File: config.mk
export PLATFORM = sky130hd
export DESIGN_NAME = websocket_frame_deframer_top
export DESIGN_NICKNAME = d
export VERILOG_FILES = /design/src/design/wsfd_pkg.sv /design/src/design/websocket_frame_deframer_top.sv /design/src/design/wsfd_in_reg.sv /design/src/design/wsfd_parser.sv /design/src/design/wsfd_out_reg.sv
export SDC_FILE = /design/constraint.sdc
export NUM_CORES = 1
export LEC_CHECK = 0
export BUFFER_PORTS_ARGS = -buffer_cell sky130_fd_sc_hd__buf_2
export CAP_MARGIN = 20
export CORE_MARGIN = 10
export CORE_UTILIZATION = 54
export CTS_CLUSTER_DIAMETER = 80
export DETAILED_ROUTE_END_ITERATION = 16
export PLACE_DENSITY = 0.75
export SYNTH_ARGS = -nofsm -noshare
export SYNTH_HDL_FRONTEND = slang
export SYNTH_HIERARCHICAL = 1
export SYNTH_SLANG_ARGS = --single-unit
File: constraint.sdc
create_clock -name aclk -period 3.1 [get_ports aclk]
set_input_delay 0.465 -clock aclk [delete_from_list [all_inputs] [get_ports aclk]]
set_output_delay 0.465 -clock aclk [all_outputs]
set_load 0.01 [all_outputs]
File: src/design/wsfd_pkg.sv
// ---------------------------------------------------------------------------
// wsfd_pkg
// Shared types and constants for the websocket frame deframer.
// ---------------------------------------------------------------------------
package wsfd_pkg;

    // width of the length accumulator (the largest extended length)
    localparam int ACC_BITS = 64;
    // width of the reported payload length
    localparam int OUT_LEN_BITS = 32;

    // seven-bit length codes that announce extension bytes
    localparam logic [6:0] LEN7_EXT64 = 7'h7F;
    localparam logic [6:0] LEN7_EXT16 = 7'h7E;

    // number of extension and masking key bytes
    localparam logic [3:0] EXT_BYTES_64   = 4'd8;
    localparam logic [3:0] EXT_BYTES_16   = 4'd2;
    localparam logic [2:0] MASK_KEY_BYTES = 3'd4;

    // known opcodes
    localparam logic [3:0] OP_TEXT   = 4'h1;
    localparam logic [3:0] OP_BINARY = 4'h2;
    localparam logic [3:0] OP_CLOSE  = 4'h8;
    localparam logic [3:0] OP_PING   = 4'h9;
    localparam logic [3:0] OP_PONG   = 4'hA;

    // kind of a result word
    typedef enum logic [1:0] {
        KIND_HEADER    = 2'd0,
        KIND_PAYLOAD   = 2'd1,
        KIND_BAD_OPCODE = 2'd2,
        KIND_TOO_LARGE = 2'd3
    } kind_t;

    // one result word
    typedef struct packed {
        kind_t       kind;
        logic        fin;
        logic [2:0]  rsv_bits;
        logic [3:0]  opcode;
        logic        masked;
        logic [OUT_LEN_BITS-1:0] frame_length;
        logic [7:0]  payload_byte;
        logic        last_in_frame;
    } result_t;

endpackage

File: src/design/websocket_frame_deframer_top.sv
// ---------------------------------------------------------------------------
// websocket_frame_deframer_top
// Splits a received byte stream into websocket frames.
// ---------------------------------------------------------------------------
// Takes one byte per cycle when neither side stalls and gives at most one
// result word per byte: a header word once the header is complete, one word
// per unmasked payload byte (tlast on the final one, or on the header of an
// empty frame), or an error word for an unknown opcode or a length of
// 2**LENGTH_BITS or more, after which parsing restarts at the next byte. The
// parser updates its state once per byte; the input register feeds the
// parser, whose result is captured by the result register. Both sides stall
// independently without loss.
module websocket_frame_deframer_top #(
    parameter int LENGTH_BITS = 32
) (
    input  logic        aclk,
    input  logic        aresetn,
    input  logic        s_tvalid,
    output logic        s_tready,
    input  logic [7:0]  s_tdata,   // data_byte[7:0]
    output logic        m_tvalid,
    input  logic        m_tready,
    output logic [55:0] m_tdata,   // fin, rsv_bits[2:0], opcode[3:0], masked,
                                   // frame_length[31:0], payload_byte[7:0], zeros
    output logic [1:0]  m_tuser,   // result_kind[1:0]
    output logic        m_tlast    // last_in_frame
);

    logic              in_valid;
    logic [7:0]        in_byte;
    logic              can_load;
    logic              step;
    logic              res_valid;
    wsfd_pkg::result_t res;

    // a byte is processed when the result register has room
    assign step = in_valid && can_load;

    wsfd_in_reg u_in_reg (
        .aclk      (aclk),
        .aresetn   (aresetn),
        .s_tvalid  (s_tvalid),
        .s_tready  (s_tready),
        .s_tdata   (s_tdata),
        .take      (can_load),
        .valid     (in_valid),
        .data_byte (in_byte)
    );

    wsfd_parser #(
        .LENGTH_BITS (LENGTH_BITS)
    ) u_parser (
        .aclk      (aclk),
        .aresetn   (aresetn),
        .step_en   (step),
        .data_byte (in_byte),
        .res_valid (res_valid),
        .res       (res)
    );

    wsfd_out_reg u_out_reg (
        .aclk     (aclk),
        .aresetn  (aresetn),
        .load     (step && res_valid),
        .res      (res),
        .can_load (can_load),
        .m_tvalid (m_tvalid),
        .m_tready (m_tready),
        .m_tdata  (m_tdata),
        .m_tuser  (m_tuser),
        .m_tlast  (m_tlast)
    );

endmodule

File: src/design/wsfd_in_reg.sv
// ---------------------------------------------------------------------------
// wsfd_in_reg
// Input register: holds one received byte until the parser takes it.
// ---------------------------------------------------------------------------
module wsfd_in_reg (
    input  logic       aclk,
    input  logic       aresetn,
    input  logic       s_tvalid,
    output logic       s_tready,
    input  logic [7:0] s_tdata,     // data_byte [7:0]
    input  logic       take,
    output logic       valid,
    output logic [7:0] data_byte
);

    logic       valid_reg;
    logic [7:0] byte_reg;

    // room when empty or when the held byte leaves this cycle
    assign s_tready  = !valid_reg || take;
    assign valid     = valid_reg;
    assign data_byte = byte_reg;

    // valid flag
    always_ff @(posedge aclk) begin
        if (!aresetn) begin
            valid_reg <= 1'b0;
        end else if (s_tready) begin
            valid_reg <= s_tvalid;
        end
    end

    // payload, no reset
    always_ff @(posedge aclk) begin
        if (s_tvalid && s_tready) begin
            byte_reg <= s_tdata;
        end
    end

endmodule

File: src/design/wsfd_parser.sv
// ---------------------------------------------------------------------------
// wsfd_parser
// Frame state machine: one byte per step, at most one result per byte.
// ---------------------------------------------------------------------------
module wsfd_parser #(
    parameter int LENGTH_BITS = 32
) (
    input  logic              aclk,
    input  logic              aresetn,
    input  logic              step_en,
    input  logic [7:0]        data_byte,
    output logic              res_valid,
    output wsfd_pkg::result_t res
);

    typedef enum logic [2:0] {
        PH_HDR0    = 3'd0,
        PH_HDR1    = 3'd1,
        PH_EXT     = 3'd2,
        PH_MASK    = 3'd3,
        PH_PAYLOAD = 3'd4
    } phase_t;

    phase_t                          phase_reg, phase_next;
    logic [3:0]                      ext_left_reg, ext_left_next;
    logic [wsfd_pkg::ACC_BITS-1:0]   acc_reg, acc_next;
    logic [31:0]                     key_reg, key_next;
    logic [2:0]                      mask_left_reg, mask_left_next;
    logic                            mask_flag_reg, mask_flag_next;
    logic [7:0]                      hdr_reg, hdr_next;
    logic [LENGTH_BITS-1:0]          remain_reg, remain_next;
    logic [1:0]                      idx_reg, idx_next;

    logic                            after_len;
    logic                            finish;
    logic                            op_known;
    logic [7:0]                      key_byte;
    logic [6:0]                      len7;

    // saturate the accumulator to the reported length width
    function automatic logic [wsfd_pkg::OUT_LEN_BITS-1:0] sat_len(
        input logic [wsfd_pkg::ACC_BITS-1:0] v
    );
        if (|v[wsfd_pkg::ACC_BITS-1:wsfd_pkg::OUT_LEN_BITS]) begin
            return '1;
        end
        return v[wsfd_pkg::OUT_LEN_BITS-1:0];
    endfunction

    assign len7 = data_byte[6:0];

    // known opcode check on the stored first header byte
    assign op_known = (hdr_reg[3:0] == wsfd_pkg::OP_TEXT)
                   || (hdr_reg[3:0] == wsfd_pkg::OP_BINARY)
                   || (hdr_reg[3:0] == wsfd_pkg::OP_CLOSE)
                   || (hdr_reg[3:0] == wsfd_pkg::OP_PING)
                   || (hdr_reg[3:0] == wsfd_pkg::OP_PONG);

    // key byte in rotation, first key byte in the top bits
    always_comb begin
        unique case (idx_reg)
            2'd0:    key_byte = key_reg[31:24];
            2'd1:    key_byte = key_reg[23:16];
            2'd2:    key_byte = key_reg[15:8];
            default: key_byte = key_reg[7:0];
        endcase
    end

    // next state and result
    always_comb begin
        phase_next     = phase_reg;
        ext_left_next  = ext_left_reg;
        acc_next       = acc_reg;
        key_next       = key_reg;
        mask_left_next = mask_left_reg;
        mask_flag_next = mask_flag_reg;
        hdr_next       = hdr_reg;
        remain_next    = remain_reg;
        idx_next       = idx_reg;
        after_len      = 1'b0;
        finish         = 1'b0;

        res_valid          = 1'b0;
        res.kind           = wsfd_pkg::KIND_HEADER;
        res.fin            = hdr_reg[7];
        res.rsv_bits       = hdr_reg[6:4];
        res.opcode         = hdr_reg[3:0];
        res.masked         = 1'b0;
        res.frame_length   = '0;
        res.payload_byte   = '0;
        res.last_in_frame  = 1'b0;

        unique case (phase_reg)
            PH_HDR1: begin
                if (!op_known) begin
                    phase_next = PH_HDR0;
                    res_valid  = 1'b1;
                    res.kind   = wsfd_pkg::KIND_BAD_OPCODE;
                end else begin
                    mask_flag_next = data_byte[7];
                    acc_next       = '0;
                    if (len7 == wsfd_pkg::LEN7_EXT64) begin
                        ext_left_next = wsfd_pkg::EXT_BYTES_64;
                        phase_next    = PH_EXT;
                    end else if (len7 == wsfd_pkg::LEN7_EXT16) begin
                        ext_left_next = wsfd_pkg::EXT_BYTES_16;
                        phase_next    = PH_EXT;
                    end else begin
                        acc_next  = {{(wsfd_pkg::ACC_BITS-7){1'b0}}, len7};
                        after_len = 1'b1;
                    end
                end
            end
            PH_EXT: begin
                acc_next = {acc_reg[wsfd_pkg::ACC_BITS-9:0], data_byte};
                if (ext_left_reg != '0) begin
                    ext_left_next = ext_left_reg - 4'd1;
                end
                if (ext_left_reg <= 4'd1) begin
                    if (|(acc_next >> LENGTH_BITS)) begin
                        phase_next         = PH_HDR0;
                        res_valid          = 1'b1;
                        res.kind           = wsfd_pkg::KIND_TOO_LARGE;
                        res.masked         = mask_flag_reg;
                        res.frame_length   = sat_len(acc_next);
                    end else begin
                        after_len = 1'b1;
                    end
                end
            end
            PH_MASK: begin
                key_next = {key_reg[23:0], data_byte};
                if (mask_left_reg != '0) begin
                    mask_left_next = mask_left_reg - 3'd1;
                end
                if (mask_left_reg <= 3'd1) begin
                    finish = 1'b1;
                end
            end
            PH_PAYLOAD: begin
                idx_next    = idx_reg + 2'd1;
                remain_next = remain_reg - 1'b1;
                res_valid          = 1'b1;
                res.kind           = wsfd_pkg::KIND_PAYLOAD;
                res.masked         = mask_flag_reg;
                res.frame_length   = sat_len(acc_reg);
                res.payload_byte   = mask_flag_reg ? (data_byte ^ key_byte) : data_byte;
                res.last_in_frame  = (remain_reg <= 1);
                if (remain_reg <= 1) begin
                    remain_next = '0;
                    phase_next  = PH_HDR0;
                end
            end
            default: begin
                // first header byte, also taken for unused phase codes
                hdr_next       = data_byte;
                mask_flag_next = 1'b0;
                phase_next     = PH_HDR1;
            end
        endcase

        // length known: masking key next, or header done
        if (after_len) begin
            if (mask_flag_next) begin
                mask_left_next = wsfd_pkg::MASK_KEY_BYTES;
                phase_next     = PH_MASK;
            end else begin
                finish = 1'b1;
            end
        end

        // header result, empty frame ends right here
        if (finish) begin
            res_valid  = 1'b1;
            res.kind   = wsfd_pkg::KIND_HEADER;
            res.masked = mask_flag_next;
            if (acc_next == '0) begin
                phase_next        = PH_HDR0;
                res.last_in_frame = 1'b1;
            end else begin
                phase_next         = PH_PAYLOAD;
                remain_next        = acc_next[LENGTH_BITS-1:0];
                idx_next           = 2'd0;
                res.frame_length   = sat_len(acc_next);
            end
        end
    end

    // state registers
    always_ff @(posedge aclk) begin
        if (!aresetn) begin
            phase_reg     <= PH_HDR0;
            ext_left_reg  <= '0;
            acc_reg       <= '0;
            key_reg       <= '0;
            mask_left_reg <= '0;
            mask_flag_reg <= 1'b0;
            hdr_reg       <= '0;
            remain_reg    <= '0;
            idx_reg       <= '0;
        end else if (step_en) begin
            phase_reg     <= phase_next;
            ext_left_reg  <= ext_left_next;
            acc_reg       <= acc_next;
            key_reg       <= key_next;
            mask_left_reg <= mask_left_next;
            mask_flag_reg <= mask_flag_next;
            hdr_reg       <= hdr_next;
            remain_reg    <= remain_next;
            idx_reg       <= idx_next;
        end
    end

    // payload phase always has bytes left to count
    a_remain_nonzero: assert property (@(posedge aclk) disable iff (!aresetn)
        phase_reg == PH_PAYLOAD |-> remain_reg != '0)
        else $error("payload phase with zero bytes remaining");

    // extension phase always has bytes left to read
    a_ext_nonzero: assert property (@(posedge aclk) disable iff (!aresetn)
        phase_reg == PH_EXT |-> ext_left_reg != '0)
        else $error("extension phase with no bytes left");

    // an error result restarts parsing at the next byte
    a_error_restart: assert property (@(posedge aclk) disable iff (!aresetn)
        step_en && res_valid && (res.kind == wsfd_pkg::KIND_BAD_OPCODE
            || res.kind == wsfd_pkg::KIND_TOO_LARGE) |=> phase_reg == PH_HDR0)
        else $error("error result did not restart parsing");

    // empty frame header carries the end mark
    a_empty_last: assert property (@(posedge aclk) disable iff (!aresetn)
        res_valid && res.kind == wsfd_pkg::KIND_HEADER && res.frame_length == '0
            |-> res.last_in_frame)
        else $error("empty frame header without end mark");

endmodule

File: src/design/wsfd_out_reg.sv
// ---------------------------------------------------------------------------
// wsfd_out_reg
// Result register: holds one result word until the sink takes it.
// ---------------------------------------------------------------------------
module wsfd_out_reg (
    input  logic              aclk,
    input  logic              aresetn,
    input  logic              load,
    input  wsfd_pkg::result_t res,
    output logic              can_load,
    output logic              m_tvalid,
    input  logic              m_tready,
    output logic [55:0]       m_tdata,  // fin, rsv_bits[2:0], opcode[3:0], masked,
                                        // frame_length[31:0], payload_byte[7:0], zeros
    output logic [1:0]        m_tuser,  // result_kind[1:0]
    output logic              m_tlast   // last_in_frame
);

    logic              valid_reg;
    wsfd_pkg::result_t res_reg;

    // free when empty or when the held word leaves this cycle
    assign can_load = !valid_reg || m_tready;

    // valid flag
    always_ff @(posedge aclk) begin
        if (!aresetn) begin
            valid_reg <= 1'b0;
        end else if (can_load) begin
            valid_reg <= load;
        end
    end

    // payload, no reset
    always_ff @(posedge aclk) begin
        if (load && can_load) begin
            res_reg <= res;
        end
    end

    // port packing
    assign m_tvalid = valid_reg;
    assign m_tdata  = {7'b0, res_reg.payload_byte, res_reg.frame_length,
                       res_reg.masked, res_reg.opcode, res_reg.rsv_bits, res_reg.fin};
    assign m_tuser  = res_reg.kind;
    assign m_tlast  = res_reg.last_in_frame;

endmodule

## Word level (Yosys, flattened, before mapping)

Cells that the tools add are included.

- Mux-type cells: 75
- Multipliers: 0
- Reductions and logical operators: 25
- Divide/modulo/power cells: 0
- $lt $le $gt $ge: 3
- Eq/ne operators: 16
- Bitwise logic cells: 2
- Add/sub/neg operators: 4
- Shifts and indexed selects: 0

Operator list:

| kind | number |
|---|---|
| 32-bit 2-to-1 mux | 10 |
| 64-bit 2-to-1 mux | 2 |
| 64-bit case mux with 2 select lines | 1 |
| 33-bit 2-to-1 mux | 3 |
| 32-bit OR reduction | 3 |
| 33-bit case mux with 2 select lines | 1 |
| 64-bit zero test | 1 |
| 3-bit 2-to-1 mux | 14 |
| 32-bit by 1-bit <= comparator with 1-bit output (second input constant) | 1 |
| 32-bit by 1-bit subtractor with 32-bit output (second input constant) | 1 |
| 1-bit 2-to-1 mux | 25 |
| 8-bit case mux with 3 select lines | 1 |
| 4-bit 2-to-1 mux | 4 |
| 7-bit equality test (second input constant) | 2 |
| 4-bit equality test (second input constant) | 3 |
| 2-bit 2-to-1 mux | 6 |
| 3-bit case mux with 4 select lines | 1 |
| 8-bit 2-to-1 mux | 1 |
| 4-bit case mux with 2 select lines | 1 |
| 8-bit XOR | 1 |
| 7-bit 2-to-1 mux | 1 |
| 3-bit by 2-bit equality test with 1-bit output (second input constant) | 2 |
| 1-bit logical OR | 6 |
| 2-bit case mux with 3 select lines | 1 |
| 26 further kinds | 33 |

- Register bits: 211
- ROM bits: 0
- Input port bits: 12
- RAM bits: 0
- Bits in latches: 0
- Memories kept: 0
- Output and inout port bits: 61

## Logic depth before layout (Yosys ltp)

- Depth after elaboration: 14
- Mapped depth: 11

## By module

The synthesis kept the hierarchy.

By module, submodules not included:

| module | instances | area each (um^2) | cells an instance |
|---|---|---|---|
| wsfd_parser | 1 | 8,364.3 | 1,102 |
| wsfd_out_reg | 1 | 1,675.4 | 65 |
| wsfd_in_reg | 1 | 297.8 | 13 |
| websocket_frame_deframer_top | 1 | 12.5 | 2 |

## Worst setup path before layout

OpenSTA, ideal clock, no wires.

- Kind: register -> register
- From: reg u_parser/acc_reg[33] (netlist bit)
- To: reg u_out_reg.res_reg (netlist bit u_out_reg/m_tdata[0]) (enable)
- Slack: 0.213 ns
- Arrival time: 2.515 ns
- Path buffers: 0
- Library setup time: 0.373 ns
- Clock period less this slack: 2.887 ns
- Cell stages (with the launch flop): 9
- Path through: dfxtp_1 > or4_1 > or3_4 > nor4_4 > o2bb2ai_2 > a21oi_2 > nand4_1 > and3_1 > and2_4

- Longest elaborated chain between the ends: 8

Ends and longest elaborated chain:

| what | RTL line | RTL |
|---|---|---|
| start: declaration | wsfd_parser.sv:26 | `logic [wsfd_pkg::ACC_BITS-1:0] acc_reg, acc_next;` |
| start signal: assignment | wsfd_parser.sv:204 | `acc_reg <= acc_next;` |
| 32-bit OR reduction * | wsfd_parser.sv:120 | `if (\|(acc_next >> LENGTH_BITS)) begin` |
| 1-bit 2-to-1 mux | wsfd_parser.sv:120 |  |
| 1-bit 2-to-1 mux | wsfd_parser.sv:119 | `if (ext_left_reg <= 4'd1) begin` |
| 1-bit case mux with 2 select lines | wsfd_parser.sv:93 | `unique case (phase_reg)` |
| 1-bit 2-to-1 mux | wsfd_parser.sv:163 | `if (after_len) begin` |
| 1-bit 2-to-1 mux * | wsfd_parser.sv:173 | `if (finish) begin` |
| named net res_valid | websocket_frame_deframer_top.sv:33 | `logic res_valid;` |
| 1-bit logical AND * | websocket_frame_deframer_top.sv:64 | `.load (step && res_valid),` |
| 1-bit logical AND * | wsfd_out_reg.sv:36 | `if (load && can_load) begin` |
| end signal: assignment | wsfd_out_reg.sv:37 | `res_reg <= res;` |
| end: declaration | wsfd_out_reg.sv:20 | `wsfd_pkg::result_t res_reg;` |

Mark *: on every way through the listed nets, which the timed path passes. The rest lies on a longest branch.
A chain may end at the register's enable or synchronous reset.

==> run metrics <==
Max Clk Rate=around 340 MHz; CTS Buf Count=23; # IOs=73; part of the cycle the worst path needs=a little over nine tenths; CTS tree=built; total number of vias=approximately 9500; htree depth=1; IO buf count=65; final RePlAce weighted congestion=between 0.9 and 1; Clock Tree Buf Depth=3; Multi-input gate area=between 5000 and 6000 µm²; Reg clk slew, reported paths=0.06 ns; Die Area=~25000 µm²; critical path peak fanout=12; Nets=about 1300; Root Driver=clkbuf_16; Num Clock Sinks=roughly 210; Worst Hold Class=in -> reg; starting density of the core=between 50 and 60%; DR WL/cell=20.0 µm; initial antenna violation count=0; nature of the critical path startpoint=flop; die width=roughly 160 µm; Peak supply drop=approximately 310 µV; synthesized instance count=roughly 1200; vias in the first global route=just under 9000; Critical path buffers and inverters=1; FFs w/ async S/R, synth=0%; status=complete, no violations; fin cells=1513; register area=about 4800 µm²; layout cells sized above 1=~16%; commonest non-fill, non-tap cell in the layout=nand2_1; die height=around 160 µm; Final Hold Fails=0; first-iteration detailed-routing DRC count=about 1300; DRC=0; global route total overflow=0; slowest stage delay, CP=roughly 0.55 ns; final setup fails=0; Slew @ Worst Pin=~0.65 ns; Detail Route Antenna Nets=0; max reg flops=64; Mapped Area=10300 µm²; crit-path leading delay family=simple AND/OR/NAND/NOR gates; Power Density=between 500 and 600 nW/µm²; Final Slew Violations=0; commonest non-fill, non-tap cells in the layout=185 x nand2_1, 151 x dfxtp_1, 116 x nor2_1; crit path cell chain=or4_1 -> or3_4 -> nor4_4 -> o2bb2ai_2 -> a21oi_2 -> a31oi_4 -> nand2_1 -> buf_4 -> a2bb2oi_1; first-pass GRT wire length=between 40000 and 50000 µm; hold buffers post-CTS=0; min Tclk post-route=slightly below 3 ns; ys flop type=dfxtp_1; Rel. slew slack=roughly 56%; Yosys reg bits=roughly 210; fillers=1553; register area share after synthesis=between 40% and 50%; Antenna Cells=0; CP endpoint kind=flop; Core Area=about 19000 µm²; GRT Total Usage=23.8%; Max-cap violations=0; warnings from Yosys=6; Crit Path Category=reg -> reg; Final TNS setup=0 ns; Layout area overhead=15.9%; routed vias/inst=~6.3; post-DP HPWL=around 21000 µm; unrepaired setup endpoints after global routing=false; worst skew pair latency=approximately 0.51 ns; Syn Area/Cell=8.76 µm²; arrival time at the worst endpoint=approximately 3.2 ns; placed cells=around 1500; Worst Skew=0.0215 ns; WHS=between 0.1 and 0.15 ns; largest net degree at the start of global routing=62; Worst Path Required=~3.4 ns; post-synth cell types=78; CP max stage cell=or4_1; final wirelength=30300 µm; EDFF count, synth=60; Leak Pwr=about 4.6 nW; R2R Setup Slk=around 0.14 ns; Core Rows=50; TritonRoute pass-1 iters=9
cell type report:
| class | instances | share of cell area (%) |
|---|---|---|
| Tap cell | 234 | 2.44 |
| Clock inverter | 5 | 0.407 |
| Multi-Input combinational cell | 862 | 42.5 |
| Sequential cell | 211 | 40.2 |
| Inverter | 21 | 0.668 |
| Clock buffer | 35 | 5.59 |
| Timing Repair Buffer | 145 | 8.14 |
cells in the mapped netlist, types with 11 or more instances:
master | number | area share (%)
nand2_1 | 185 | 6.7
dfxtp_1 | 151 | 29
nor2_1 | 119 | 4.3
a21oi_1 | 93 | 4.5
clkbuf_1 | 68 | 2.5
o21ai_0 | 65 | 3.1
edfxtp_1 | 60 | 17
a22oi_1 | 45 | 3.3
nor3_1 | 34 | 1.6
mux2i_1 | 33 | 3.2
a2bb2oi_1 | 28 | 2.4
nor4_1 | 25 | 1.5
nand3_1 | 23 | 1.1
inv_1 | 20 | 0.73
and2_1 | 12 | 0.73
ha_1 | 12 | 1.5
a211oi_1 | 11 | 0.80
worst register-to-register path, cell delays in order, from the launching register on:
cell and delay (ns):
dfxtp_1 0.32, or4_1 0.55, or3_4 0.38, nor4_4 0.32
o2bb2ai_2 0.17, a21oi_2 0.12, a31oi_4 0.35, nand2_1 0.13
buf_4 0.20, a2bb2oi_1 0.16
logic make-up (layout without fill, tap and decap cells):
group                    after synthesis  count (layout)  share of synthesized area [%]
XOR/XNOR                              11              11                          0.931
adder cells (fa/ha/maj)               12              12                           1.45
buffers and inverters                115             206                           4.59
other                                  1               7                         0.0362
flip-flops                           211             211                           46.6
AO/OA/AOI/OAI                        333             333                           21.7
AND/OR/NAND/NOR                      466             466                           21.4
multiplexers                          33              33                           3.19
where the power goes:
part / internal (W) / total, W / switching (W)
Clock: 0.00156 / 0.00264 / 0.00107
Combinational: 0.000283 / 0.000727 / 0.000444
Sequential: 0.00291 / 0.00300 / 0.0000857
Total: 0.00476 / 0.00636 / 0.00160
metrics by stage:
step	area, µm²	utilization (%)	worst slack [ns]	total power (W)
after floorplan	10400	-	0.213	0.00353
after global placement	11200	59.9	0.157	0.00374
after detailed placement	11200	59.9	0.142	0.00376
after CTS	12000	63.7	0.148	0.00637
after global routing	12000	63.9	0.00757	0.00658
final	12000	63.9	0.140	0.00636
path summary, 6_finish.rpt:
check,start,endpoint,cells after the start
setup reg to reg,u_parser/acc_reg[33]$_SDFFE_PN0P_,u_out_reg/m_tdata[33]$_DFFE_PP_,9
hold / removal,s_tdata[6],u_in_reg/data_byte[6]$_DFFE_PP_,1
setup / recovery,u_parser/acc_reg[33]$_SDFFE_PN0P_,u_out_reg/m_tdata[33]$_DFFE_PP_,9
hold reg to reg,u_parser/hdr_reg[4]$_SDFFE_PN0P_,u_out_reg/m_tdata[1]$_DFFE_PP_,0
timing repair:
action | 4_1_cts | 5_1_grt
gates resized for setup | 0 | 3
endpoints found under the setup margin | 0 | 45
buffers inserted | 0 | 3
per-layer routing:
| layer | track usage, % | share of wire (%) |
|---|---|---|
| met5 | 0 | 0 |
| met4 | 9.04 | 3.3 |
| met3 | 4.26 | 9.6 |
| met2 | 36.3 | 44 |
| met1 | 33.0 | 43 |
(Power assumes the default switching activity.)
